===== src/cdr_pkg.sv =====
package cdr_pkg;

    localparam int unsigned IN_BITS  = 40;
    localparam int unsigned OUT_BITS = 120;

    localparam logic [1:0] OP_READ     = 2'd0;
    localparam logic [1:0] OP_WRITE    = 2'd1;
    localparam logic [1:0] OP_DMA_DONE = 2'd2;

    localparam logic [3:0] REG_DRAM_ADDR    = 4'd0;
    localparam logic [3:0] REG_CART_ADDR    = 4'd1;
    localparam logic [3:0] REG_RD_LEN       = 4'd2;
    localparam logic [3:0] REG_WR_LEN       = 4'd3;
    localparam logic [3:0] REG_STATUS       = 4'd4;
    localparam logic [3:0] REG_DOMAIN_FIRST = 4'd5;
    localparam logic [3:0] REG_DOMAIN_LAST  = 4'd12;

    localparam logic [1:0] START_NONE    = 2'd0;
    localparam logic [1:0] START_TO_CART = 2'd1;
    localparam logic [1:0] START_TO_DRAM = 2'd2;

    localparam logic [31:0] FLASH_BASE    = 32'h0800_0000;
    localparam logic [15:0] FLASH_HI      = 16'h0800;
    localparam int unsigned IRQ_CLEAR_BIT = 1;

    typedef struct packed {
        logic        bad_register;
        logic        interrupt;
        logic [24:0] dma_length;
        logic [31:0] dma_cart_addr;
        logic [22:0] dma_dram_addr;
        logic [1:0]  dma_start;
        logic [31:0] read_data;
    } t_result;

endpackage


===== src/cdr_core.sv =====
module cdr_core (
    input  logic            i_clk,
    input  logic            i_rst_n,
    input  logic            i_cfg_wr_en,
    input  logic            i_cfg_wr_data,
    input  logic            i_en,
    input  logic [1:0]      i_opcode,
    input  logic [3:0]      i_reg_index,
    input  logic [31:0]     i_write_data,
    output cdr_pkg::t_result o_result
);
    import cdr_pkg::*;

    logic        r_flash, n_flash;
    logic [31:0] r_dram, n_dram;
    logic [31:0] r_cart, n_cart;
    logic [24:0] r_rd_len, n_rd_len;
    logic [24:0] r_wr_len, n_wr_len;
    logic [7:0]  r_domain [8];
    logic [7:0]  n_domain [8];
    logic        r_busy, n_busy;
    logic        r_irq, n_irq;

    logic [22:0] dram_m;
    logic [31:0] cart_e;
    logic [31:0] cart_remap;
    logic [31:0] start_cart;
    logic [24:0] len_raw;
    logic [24:0] len;
    logic [2:0]  mis;
    logic [3:0]  dom_off;
    logic [2:0]  dom_idx;
    logic        is_domain;
    logic        to_dram;
    t_result     res;

    assign dram_m     = {r_dram[22:1], 1'b0};
    assign cart_e     = {r_cart[31:1], 1'b0};
    assign cart_remap = FLASH_BASE | {11'd0, cart_e[19:0], 1'b0};
    assign len_raw    = {1'b0, i_write_data[23:0]} + 25'd1;
    assign mis        = {r_dram[2:1], 1'b0};
    assign len        = (mis != 3'd0 && len_raw >= 25'd7) ? len_raw - {22'd0, mis} : len_raw;
    assign dom_off    = i_reg_index - REG_DOMAIN_FIRST;
    assign dom_idx    = dom_off[2:0];
    assign is_domain  = i_reg_index >= REG_DOMAIN_FIRST && i_reg_index <= REG_DOMAIN_LAST;
    assign to_dram    = i_reg_index == REG_WR_LEN;
    assign start_cart = (to_dram && r_flash && cart_e[31:16] == FLASH_HI) ? cart_remap : cart_e;

    always_comb begin
        n_flash  = i_cfg_wr_en ? i_cfg_wr_data : r_flash;
        n_dram   = r_dram;
        n_cart   = r_cart;
        n_rd_len = r_rd_len;
        n_wr_len = r_wr_len;
        n_domain = r_domain;
        n_busy   = r_busy;
        n_irq    = r_irq;
        res      = '0;
        case (i_opcode)
            OP_READ: begin
                case (i_reg_index)
                    REG_DRAM_ADDR: res.read_data = r_dram;
                    REG_CART_ADDR: res.read_data = r_cart;
                    REG_RD_LEN:    res.read_data = {7'd0, r_rd_len};
                    REG_WR_LEN:    res.read_data = {7'd0, r_wr_len};
                    REG_STATUS:    res.read_data = {28'd0, r_irq, 2'd0, r_busy};
                    default: begin
                        if (is_domain) begin
                            res.read_data = {24'd0, r_domain[dom_idx]};
                        end else begin
                            res.bad_register = 1'b1;
                        end
                    end
                endcase
            end
            OP_WRITE: begin
                case (i_reg_index)
                    REG_DRAM_ADDR: n_dram = i_write_data;
                    REG_CART_ADDR: n_cart = i_write_data;
                    REG_RD_LEN, REG_WR_LEN: begin
                        if (to_dram) begin
                            n_wr_len = len;
                        end else begin
                            n_rd_len = len;
                        end
                        n_busy            = 1'b1;
                        res.dma_start     = to_dram ? START_TO_DRAM : START_TO_CART;
                        res.dma_dram_addr = dram_m;
                        res.dma_cart_addr = start_cart;
                        res.dma_length    = len;
                        n_dram            = {9'd0, dram_m} + {7'd0, len};
                        n_cart            = start_cart + {7'd0, len};
                    end
                    REG_STATUS: begin
                        if (i_write_data[IRQ_CLEAR_BIT]) begin
                            n_irq = 1'b0;
                        end
                    end
                    default: begin
                        if (is_domain) begin
                            n_domain[dom_idx] = i_write_data[7:0];
                        end else begin
                            res.bad_register = 1'b1;
                        end
                    end
                endcase
            end
            OP_DMA_DONE: begin
                n_irq  = 1'b1;
                n_busy = 1'b0;
            end
            default: ;
        endcase
        res.interrupt = n_irq;
        if (!i_en) begin
            n_dram   = r_dram;
            n_cart   = r_cart;
            n_rd_len = r_rd_len;
            n_wr_len = r_wr_len;
            n_domain = r_domain;
            n_busy   = r_busy;
            n_irq    = r_irq;
        end
    end

    always_ff @(posedge i_clk) begin
        if (!i_rst_n) begin
            r_flash  <= 1'b0;
            r_dram   <= '0;
            r_cart   <= '0;
            r_rd_len <= '0;
            r_wr_len <= '0;
            r_domain <= '{default: 8'd0};
            r_busy   <= 1'b0;
            r_irq    <= 1'b0;
        end else begin
            r_flash  <= n_flash;
            r_dram   <= n_dram;
            r_cart   <= n_cart;
            r_rd_len <= n_rd_len;
            r_wr_len <= n_wr_len;
            r_domain <= n_domain;
            r_busy   <= n_busy;
            r_irq    <= n_irq;
        end
    end

    assign o_result = res;

    a_start_sets_busy: assert property (@(posedge i_clk) disable iff (!i_rst_n)
        i_en && res.dma_start != START_NONE |=> r_busy)
        else $error("busy not set after start");

    a_done_sets_irq: assert property (@(posedge i_clk) disable iff (!i_rst_n)
        i_en && i_opcode == OP_DMA_DONE |=> r_irq && !r_busy)
        else $error("completion did not raise irq");

    a_idle_holds: assert property (@(posedge i_clk) disable iff (!i_rst_n)
        !i_en |=> $stable(r_dram) && $stable(r_cart) && $stable(r_irq))
        else $error("state changed without an item");

endmodule


===== src/cart_dma_register_block.sv =====
// channel   | dir | fields (lsb first)
// s_axis    | in  | tdata: opcode[1:0] reg_index[5:2] write_data[37:6]
// m_axis    | out | tdata: read_data dma_start dma_dram_addr dma_cart_addr
//           |     |        dma_length interrupt bad_register
// cfg       | in  | i_cfg_wr_en, i_cfg_wr_data = flash_save
// one word per cycle while m_axis is not stalled; each word passes the input register then the result register
// register state updates as a word moves from the input to the result register
// synchronous active-low reset clears state, flash_save and both valid flags
// a stalled m_axis holds both stages; s_axis stalls only when both are full
module cart_dma_register_block (
    input  logic                           i_clk,
    input  logic                           i_rst_n,
    input  logic                           i_cfg_wr_en,
    input  logic                           i_cfg_wr_data,
    input  logic                           s_axis_tvalid,
    output logic                           s_axis_tready,
    // opcode, reg_index, write_data, zero pad
    input  logic [cdr_pkg::IN_BITS-1:0]    s_axis_tdata,
    output logic                           m_axis_tvalid,
    input  logic                           m_axis_tready,
    // read_data, dma_start, dma_dram_addr, dma_cart_addr, dma_length,
    // interrupt, bad_register, zero pad
    output logic [cdr_pkg::OUT_BITS-1:0]   m_axis_tdata
);
    import cdr_pkg::*;

    logic        r_in_valid;
    logic [37:0] r_in_data;
    logic        r_out_valid;
    t_result     r_out;
    t_result     res;
    logic        adv;

    assign adv           = r_in_valid && (!r_out_valid || m_axis_tready);
    assign s_axis_tready = !r_in_valid || adv;

    cdr_core u_core (
        .i_clk         (i_clk),
        .i_rst_n       (i_rst_n),
        .i_cfg_wr_en   (i_cfg_wr_en),
        .i_cfg_wr_data (i_cfg_wr_data),
        .i_en          (adv),
        .i_opcode      (r_in_data[1:0]),
        .i_reg_index   (r_in_data[5:2]),
        .i_write_data  (r_in_data[37:6]),
        .o_result      (res)
    );

    always_ff @(posedge i_clk) begin
        if (!i_rst_n) begin
            r_in_valid  <= 1'b0;
            r_out_valid <= 1'b0;
        end else begin
            if (s_axis_tready) begin
                r_in_valid <= s_axis_tvalid;
            end
            if (adv) begin
                r_out_valid <= 1'b1;
            end else if (m_axis_tready) begin
                r_out_valid <= 1'b0;
            end
        end
    end

    always_ff @(posedge i_clk) begin
        if (s_axis_tvalid && s_axis_tready) begin
            r_in_data <= s_axis_tdata[37:0];
        end
        if (adv) begin
            r_out <= res;
        end
    end

    assign m_axis_tvalid = r_out_valid;
    assign m_axis_tdata  = {4'd0, r_out};

    a_no_start_zero: assert property (@(posedge i_clk) disable iff (!i_rst_n)
        r_out_valid && r_out.dma_start == START_NONE |->
            r_out.dma_length == 25'd0 && r_out.dma_cart_addr == 32'd0)
        else $error("transfer fields without a start");

    a_start_shape: assert property (@(posedge i_clk) disable iff (!i_rst_n)
        r_out_valid && r_out.dma_start != START_NONE |->
            r_out.dma_length != 25'd0 && !r_out.dma_cart_addr[0] && !r_out.dma_dram_addr[0])
        else $error("malformed transfer description");

    a_bad_quiet: assert property (@(posedge i_clk) disable iff (!i_rst_n)
        r_out_valid && r_out.bad_register |->
            r_out.dma_start == START_NONE && r_out.read_data == 32'd0)
        else $error("bad register access had an effect");

    a_stall_full: assert property (@(posedge i_clk) disable iff (!i_rst_n)
        !s_axis_tready |-> r_in_valid && r_out_valid && !m_axis_tready)
        else $error("input stalled with room free");

endmodule

===== config.mk =====
export PLATFORM = sky130hd
export DESIGN_NAME = cart_dma_register_block
export DESIGN_NICKNAME = d
export VERILOG_FILES = /design/src/cdr_pkg.sv /design/src/cdr_core.sv /design/src/cart_dma_register_block.sv
export SDC_FILE = /design/constraint.sdc
export NUM_CORES = 1
export LEC_CHECK = 0
export ABC_AREA = 1
export BUFFER_PORTS_ARGS = -buffer_cell sky130_fd_sc_hd__buf_4
export CORE_ASPECT_RATIO = 0.75
export CORE_MARGIN = 5
export CORE_UTILIZATION = 32
export CTS_BUF_LIST = sky130_fd_sc_hd__clkbuf_8
export DETAILED_ROUTE_END_ITERATION = 7
export SLEW_MARGIN = 20
export SYNTH_ARGS = -nofsm -noshare
export SYNTH_HDL_FRONTEND = slang
export SYNTH_HIERARCHICAL = 1
export SYNTH_SLANG_ARGS = --single-unit

===== constraint.sdc =====
create_clock -name i_clk -period 12.1 [get_ports i_clk]
set_input_delay 1.815 -clock i_clk [delete_from_list [all_inputs] [get_ports i_clk]]
set_output_delay 1.815 -clock i_clk [all_outputs]
set_load 0.03 [all_outputs]

### Yosys cells after proc, flatten, opt, wreduce, memory -nomap -nowiden

Cells that the tools add are included.
Widths: inputs -> output; s select.

* register bits after elaboration: 337
* output and inout port bits: 122
* input bits: 46

* reduce and logical (&&, ||, !) cells: 29
* add/sub/neg operators: 5
* bitwise logic cells: 4
* mux-type cells: 21
* $lt $le $gt $ge: 5
* eq/ne operators: 8

Operators with widths (count)
* $pmux 32 s5: 1
* $pmux 32 s2: 2
* $bwmux 64: 1
* $add 32x25->32: 1
* $mux 32: 1
* $mux 8: 4
* $add 23x25->26: 1
* $add 24x1->25 const B: 1
* $ge 25x3->1 const B: 1
* $mux 25: 1
* $sub 25x3->25: 1
* $bmux 8 s3: 1
* $demux 8 s3: 1
* $eq 16x12->1 const B: 1
* $reduce_and 4->1: 3
* $reduce_and 3->1: 3
* $eq 4x2->1 const B: 2
* $reduce_bool 2->1: 4
* $logic_and 1x1->1: 7
* $mux 1: 6
* $reduce_or 6->1: 1
* $reduce_or 5->1: 1
* $eq 4x1->1 const B: 1
* $eq 4x3->1 const B: 1
* 19 further kinds: 25

### Longest topological paths before layout

Gate-level depths: netlist of run 1.

* depth after elaboration: 7
* depth in mapped cells: 40
* depth with buffers taken out: 38

### Cells and area by module

Netlist of run 1, hierarchy kept.

Modules (own cells, without submodules)
* cdr_core: cells an instance 2226, instances 1, area an instance 13734.4 µm²
* cart_dma_register_block: cells an instance 172, instances 1, area an instance 4753.3 µm²

### Least setup slack after synthesis of run 1

Ideal clock, no wire load.

* kind: input to register
* start: input m_axis_tready
* end: register u_core.r_wr_len[1]
* slack: 2651 ps
* arrival: 9333 ps
* data required time: 11984 ps
* stages: 8
* path through: inv_1 > a21oi_1 > nand2_1 > nor2_1 > clkinv_1 > clkbuf_1 > o21ai_0 > inv_1

* word-level cells in the longest chain between the ends: 3

Ends and longest elaborated chain
* start, declared: line cart_dma_register_block.sv:20 `input logic m_axis_tready,`
* $logic_or 1x1->1: line cart_dma_register_block.sv:34 `assign adv = r_in_valid && (!r_out_valid || m_axis_tready);`
* $logic_and 1x1->1: line cart_dma_register_block.sv:34
* net adv: line cart_dma_register_block.sv:32 `logic adv;`
* $reduce_and 4->1 (no source line)
* end signal, assigned: line cdr_core.sv:141 `r_wr_len <= n_wr_len;`
* end, declared: line cdr_core.sv:18 `logic [24:0] r_wr_len, n_wr_len;`

The timed path passes the listed nets, and every way through them passes these cells.
A chain may end at the register's enable or synchronous reset.

### Final worst setup path of run 1

* start: register r_in_data[7]
* end: register u_core.r_dram[23]

* word-level cells in the longest chain between the ends: 6

Ends and longest elaborated chain
* start, declared: line cart_dma_register_block.sv:28 `logic [37:0] r_in_data;`
* start signal, assigned: line cart_dma_register_block.sv:67 `r_in_data <= s_axis_tdata[37:0];`
* $add 24x1->25 *: line cdr_core.sv:40 `assign len_raw = {1'b0, i_write_data[23:0]} + 25'd1;`
* $ge 25x3->1: line cdr_core.sv:42 `assign len = (mis != 3'd0 && len_raw >= 25'd7) ? len_raw - {22'd0, mis} : len_raw;`
* $logic_and 1x1->1: line cdr_core.sv:42
* $mux 25 *: line cdr_core.sv:42
* net u_core.len[1]: line cdr_core.sv:29 `logic [24:0] len;`
* $add 23x25->26 *: line cdr_core.sv:91 `n_dram = {9'd0, dram_m} + {7'd0, len};`
* $pmux 32 s2 *: line cdr_core.sv:77 `case (i_reg_index)`
* end signal, assigned: line cdr_core.sv:138 `r_dram <= n_dram;`
* end, declared: line cdr_core.sv:15 `logic [31:0] r_dram, n_dram;`

The timed path passes the listed nets; every way through them passes the cells marked *.

==> flow_summary_export.csv, run 1 <==
group,metric,value,unit
placed_design,gp_congestion,0.935,
synth,ys_seq_elements,337,
worst_setup_path,crit_buf_inv,2,
timing,fin_setup_tns,0,ns
clocking,clk_transition_reported_paths,0.07,ns
cells_and_area,n_antenna_cell,0,
timing,min_period,7.14,ns
timing,hold_viol,0,
timing,clock_skew,0.0340,ns
drt,wl_per_cell,19.8,µm
floorplan,die_y,218,µm
cells_and_area,final_cells,3358,
worst_setup_path,required,12.70,ns
drt,wl,66.6,mm
worst_setup_path,path_depth,34,
worst_setup_path,critPathLaunchType,"flip-flop",
worst_setup_path,cpMaxStageDelayCell,"edfxtp_1",
synth,synth_area_per_cell,7.71,µm²
synth,synth-compound-area-share,0.176,
synth,synthCells,2398,
drt,vias_per_cell,5.18,
worst_hold_path,hp-class,"flip-flop to flip-flop",
clocking,postCtsSetupBuffers,0,
synth,synthSimpleGateAreaFrac,0.234,
timing,worst_pin_slew,1.08,ns
power,p_total,2560,µW
synth,yosysTopAreaCell,"edfxtp_1",
worst_hold_path,whs_path_depth,2,
timing,setup_viol,0,
synth,synth_adder_area_share,0.0398,
cells_and_area,final_layout_size_suffix_gt1_frac,0.147,
synth,async_flop_share,0,
floorplan,die_w,288,µm
synth,synth-xor-area-share,0.0114,
synth,synth_flop_cell,"dfxtp_1",
cells_and_area,final_cell_mix,"nand2_1, inv_1, nor2_1",
synth,synth_area_leaders,"edfxtp_1, dfxtp_1, nand2_1, o21ai_0, a21oi_1",
global_route,grt_overflow_total,0,
floorplan,initial_core_util,0.322,
floorplan,core-area,57300,µm²
cells_and_area,multiInputGateArea,8570,µm²
worst_setup_path,r2r_slack,4.96,ns
cells_and_area,regArea,8290,µm²
timing,slew_viol_final,0,
floorplan,die-area,62700,µm²
synth,yosysUniqueCellTypes,53,
global_route,grt_max_degree,101,
drt,drc,0,
worst_setup_path,critical_path_class,"flip-flop to flip-flop",
synth,yosysSeqAreaShare,0.448,
cells_and_area,fillCellCount,5966,
timing,rsz0062_at_grt,"false",
placed_design,dp_cells,3252,
clocking,cts_buffer_depth,3,
power,p_per_area,119,nW/µm²
clocking,clk_latency,0.68,ns
synth,synth_top_area_frac,0.250,
drt,dr.pass1.iters,5,
drt,vias,17400,
worst_setup_path,arrival,7.74,ns
synth,synthMuxAreaShare,0,
synth,syn_area,18500,µm²
drt,final_antenna_net_count,0,
synth,synth_edf_count,154,
global_route,antenna_found_initial,0,
run_status,status,"complete, no violations",
clocking,root_buffer,"clkbuf_8",
clocking,htreeDepth,2,
power,ir_drop,0.0000724,V
clocking,clock_sinks,337,
clocking,cts_resized,0,
cells_and_area,final_common_cell,"nand2_1",
worst_setup_path,cp-end-kind,"flip-flop",
floorplan,rows,76,
cells_and_area,areaGrowthSynthToFinish,16.4,%
global_route,globalRouteTotalUtil,0.206,
worst_setup_path,ff2ff_path_depth,34,
worst_setup_path,path_max_fanout,27,
global_route,grt_pass1_vias,16600,
timing,max_freq,140,MHz
drt,drt_iter0_drc,1663,
run,max-cap-violations,0,
clocking,cts_buffers,56,
placed_design,io_buffers,161,
worst_setup_path,critical_path.most_common_cell,"nand2_1",
power,leakagePower,0.00939,µW
clocking,tritoncts,"done",
worst_setup_path,slowest_delay,0.82,ns
floorplan,ios,168,
global_route,grt_pass1_wl,99.9,mm
worst_setup_path,critPathTopFamily,"simple AND/OR/NAND/NOR gates",
synth,synth_top_family_by_area,"simple AND/OR/NAND/NOR gates",
clocking,holdBufCountCts,0,
placed_design,hpwlAfterDp,49.4,mm
timing,post-route-period-util,0.590,
synth,synth_warnings,6,
cells_and_area,final_util,0.375,
cells_and_area,num-nets-final,2633,
timing,max_slew_margin,0.276,
-- cell usage after synthesis (2+ instances only) --
| library cell | count |
|---|---|
| o221ai_1 | 8 |
| nand2_2 | 28 |
| nand3b_1 | 7 |
| buf_2 | 4 |
| nand2_4 | 5 |
| nand4_1 | 31 |
| fa_1 | 3 |
| a211oi_1 | 3 |
| nand2_1 | 420 |
| nand3b_2 | 2 |
| buf_4 | 6 |
| a21oi_1 | 225 |
| inv_1 | 288 |
| nand3_1 | 116 |
| a31oi_1 | 29 |
| o21bai_1 | 5 |
| edfxtp_1 | 154 |
| or2_2 | 12 |
| clkbuf_1 | 88 |
| conb_1 | 2 |
| xor2_1 | 18 |
| nor2_4 | 11 |
| o21ai_0 | 231 |
| nor2_2 | 20 |
| nor2_8 | 3 |
| o211ai_1 | 9 |
| buf_1 | 7 |
| nor4_1 | 10 |
| o31ai_1 | 3 |
| o22ai_1 | 41 |
| clkinv_1 | 18 |
| a21boi_0 | 3 |
| ha_1 | 54 |
| o21ai_1 | 6 |
| xnor2_1 | 6 |
| a221oi_1 | 24 |
| or4_1 | 4 |
| nand3_2 | 10 |
| nor2_1 | 249 |
| nor3_1 | 24 |
| inv_2 | 17 |
| dfxtp_1 | 183 |
-- path summary, 6_finish.rpt --
path	start	to
max	r_in_data[7]	u_core/r_dram[23]
min	u_core/r_rd_len[0]	u_core/r_rd_len[0]
max reg2reg	r_in_data[7]	u_core/r_dram[23]
min reg2reg	u_core/r_rd_len[0]	u_core/r_rd_len[0]
-- registers in the layout, indices dropped and copies added, names as in the netlist --
name / flops
m_axis_tdata: 116
r_in_data: 38
u_core/r_cart: 32
u_core/r_irq: 1
r_in_valid: 1
u_core/r_dram: 32
u_core/r_flash: 1
u_core/r_busy: 1
u_core/r_domain: 64
m_axis_tvalid: 1
u_core/r_rd_len: 25
u_core/r_wr_len: 25
-- metal layers --
| metal | share of wire | wire (µm) | global-route usage |
|---|---|---|---|
| met5 | 0 | 0 | 0 |
| met4 | 0.021 | 1420 | 0.0530 |
| met3 | 0.077 | 5150 | 0.0416 |
| met2 | 0.43 | 28800 | 0.316 |
| met1 | 0.47 | 31200 | 0.298 |
-- cells by family after synthesis --
kind of cell	count (synthesis)
simple gates	955
compound gates	592
buf+inv	431
flops	337
fa+ha+maj	57
xor+xnor	24
other cells	2
-- power by group --
group,internal (µW),switching [µW]
Combinational,78.8,207
Clock,524,507
Sequential,1220,24.1
Total,1820,738
-- metrics by stage --
step	setup slack (ns)	hold slack [ns]	cell area [µm²]
floorplan	2.65	0.425	18500
global placement	5.24	0.436	20400
detailed placement	5.22	0.441	20400
CTS	5.15	0.451	21500
global route	4.35	0.490	21500
finish	4.96	0.452	21500
-- worst min-delay path, cell delays in order, from the launching register on --
cell     delay (ns)
dfxtp_1        0.30
inv_1          0.05
a21oi_1        0.05
-- final cells by class --
type / count / share of cell area
Sequential cell: 337 / 0.385
Multi-Input combinational cell: 1634 / 0.398
Inverter: 324 / 0.0566
Timing Repair Buffer: 177 / 0.0617
Clock inverter: 44 / 0.0132
Tap cell: 780 / 0.0453
Clock buffer: 62 / 0.0397
Note: power is estimated with default switching activity, not from simulation.
==> run 2: changes to the inputs <==
ABC_AREA = 0   (was 1)
clock period = 5.9 ns   (was 12.1 ns; I/O delays follow)
==> run 2 against run 1 <==
The run now ends with negative setup slack left. Design area grew 8.2%. Hold slack lost 0.054 ns. Worst setup slack lost 5.1 ns. Fmax grew 19%. Wire length shrank 6.8%. Global-route usage shrank 1.4 points. Synthesized area shrank 2.3%. Clock-buffer cell count is the same. Critical path depth shrank 3. First-iteration DRC count shrank 13%.
==> flow_summary_export.csv, run 2 <==
group,metric,value,unit
power,netSwitchingPower,1480,µW
power,p_sw_frac,0.271,
worst_hold_path,hp-class,"input pin to flip-flop",
synth,ys_seq_elements,337,
power,p_per_area,235,nW/µm²
synth,yosysUniqueCellTypes,103,
timing,max_freq,166,MHz
power,ir_drop,0.000214,V
global_route,grt_pass1_wl,93.0,mm
worst_setup_path,cp-end-kind,"flip-flop",
cells_and_area,areaGrowthSynthToFinish,28.9,%
synth,syn_area,18100,µm²
global_route,globalRouteTotalUtil,0.192,
synth,synth_area_leaders,"edfxtp_1, dfxtp_1, mux2i_1, nand2_1, ha_1",
worst_setup_path,required,6.49,ns
floorplan,die_w,284,µm
floorplan,initial_core_util,0.323,
timing,fin_setup_tns,-0.659,ns
timing,min_period,6.02,ns
drt,drt_iter0_drc,1449,
cells_and_area,final_common_cell,"buf_4",
synth,async_flop_share,0,
timing,layout_setup_ws,-0.118,ns
timing,clock_skew,0.0534,ns
placed_design,hpwlAfterDp,43.1,mm
global_route,grt_max_degree,101,
clocking,tritoncts,"done",
worst_setup_path,arrival,6.61,ns
clocking,clk_latency,0.68,ns
cells_and_area,final_cell_mix,"buf_4, dfxtp_1, nand2_1",
synth,synth_flop_cell,"dfxtp_1",
run,max-cap-violations,0,
synth,synth_top_area_frac,0.256,
global_route,grt_pass1_vias,15100,
clocking,cts_buffers,56,
floorplan,ios,168,
timing,setup_viol,10,
cells_and_area,multiInputGateArea,9760,µm²
timing,rsz0062_at_grt,"true",
clocking,cts_buffer_depth,3,
synth,yosysTopAreaCell,"edfxtp_1",
placed_design,gp_congestion,0.912,
drt,vias_per_cell,5.33,
worst_setup_path,critPathLaunchType,"flip-flop",
worst_setup_path,r2r_slack,-0.12,ns
timing,max_slew_margin,0.277,
worst_setup_path,cpMaxStageDelayCell,"or4_4",
cells_and_area,largest_register_ffs,116,
drt,wl,62.0,mm
placed_design,dp_worst_setup_slack,-0.626,ns
cells_and_area,num-nets-final,2277,
synth,synth_warnings,6,
power,pwr-share-seq,0.463,
cells_and_area,final_layout_size_suffix_gt1_frac,0.280,
synth,synth_area_per_cell,9.67,µm²
floorplan,die-area,61400,µm²
worst_setup_path,critPathTopFamily,"compound AO/OA/AOI/OAI gates",
timing,worst_pin_slew,1.08,ns
clocking,htreeDepth,2,
clocking,root_buffer,"clkbuf_8",
cells_and_area,n_antenna_cell,0,
placed_design,placed_cell_area,21300,µm²
worst_setup_path,slowest_delay,0.58,ns
cells_and_area,regArea,8290,µm²
run_status,status,"finished with violations",
run_status,violations,"negative setup slack",
global_route,antenna_found_initial,3,
timing,slew_viol_final,0,
floorplan,core-area,55900,µm²
cells_and_area,design_area,23300,µm²
floorplan,rows,75,
drt,vias,15700,
power,p_total,5480,µW
cells_and_area,fillCellCount,5438,
clocking,holdBufCountCts,0,
power,p_int,3990,µW
drt,drc,0,
drt,dr.pass1.iters,5,
worst_setup_path,path_max_fanout,4,
worst_setup_path,crit_buf_inv,6,
timing,hold_viol,0,
clocking,clock_sinks,337,
global_route,grt_overflow_total,0,
synth,yosysSeqAreaShare,0.459,
clocking,clk_transition_reported_paths,0.07,ns
synth,synth_commonest_cells,"dfxtp_1, nand2_1, edfxtp_1",
worst_setup_path,critical_path_class,"flip-flop to flip-flop",
placed_design,io_buffers,161,
drt,wl_per_cell,21.0,µm
floorplan,die_y,216,µm
synth,synth_edf_count,154,
timing,post-route-period-util,1.02,
cells_and_area,final_util,0.417,
power,clkPwrFrac,0.411,
drt,final_antenna_net_count,0,
power,leakagePower,0.00898,µW
power,power.share.combinational,0.126,
synth,synthCells,1869,
-- run 2: logic make-up (layout without fill, tap and decap cells) --
group           count (synthesis)  after routing  share of synthesized area
buf+inv                       191            540                     0.0427
xor+xnor                       84             84                     0.0438
other cells                     2              6                   0.000416
fa+ha+maj                      58             58                     0.0413
simple gates                  642            642                      0.184
mux                           101            101                     0.0594
flops                         337            337                      0.459
compound gates                454            454                      0.170
-- run 2: cell type report --
class	count	area share
clock buffer	62	0.0366
timing repair buffer	382	0.126
tap	731	0.0393
sequential	337	0.356
inverter	52	0.00838
multi-input combinational	1345	0.419
clock inverter	44	0.0153
-- run 2: metal layers --
metal | wire (µm) | GRT usage | up-vias
li1 | - | - | 7406
met1 | 30000 | 0.293 | 7616
met2 | 25800 | 0.275 | 637
met3 | 5150 | 0.0419 | 81
met4 | 1100 | 0.0455 | 0
met5 | 0 | 0 | -
-- run 2: worst paths after layout --
| path | from | end | cells after the start |
|---|---|---|---|
| worst max-delay path | r_in_data[6] | u_core/r_dram[20] | 31 |
| worst min-delay path | s_axis_tdata[5] | r_in_data[5] | 1 |
| worst max register to register | r_in_data[6] | u_core/r_dram[20] | 31 |
| worst min register to register | u_core/r_dram[28] | u_core/r_dram[28] | 2 |
-- run 2: worst register-to-register path, delay by kind of cell, from the launching register on --
kind	cells	cell delay [ns]
compound gates	18	2.74
simple gates	4	1.50
buf+inv	6	0.73
flops	1	0.40
fa+ha+maj	2	0.37
mux	1	0.22
-- run 2: per-stage QoR --
step | hold slack (ns) | std cells
after floorplan | 0.441 | 1873
after global placement | 0.451 | 2823
after detailed placement | 0.461 | 2823
after CTS | 0.335 | 2941
after global routing | 0.349 | 2953
final | 0.398 | 2953
-- run 2: power groups by stage --
stage	registers [µW]	clock network (µW)	logic [µW]
floorplan	2650	0	303
global placement	2580	0	639
detailed placement	2590	0	645
CTS	2540	2320	662
global route	2540	2420	738
finish	2540	2250	690
-- run 2: timing repair --
item                                    4_1_cts  5_1_grt
setup buffers                                13       13
endpoints found under the setup margin       26       31
gates resized for setup                      61       75
pin swaps                                    73      108
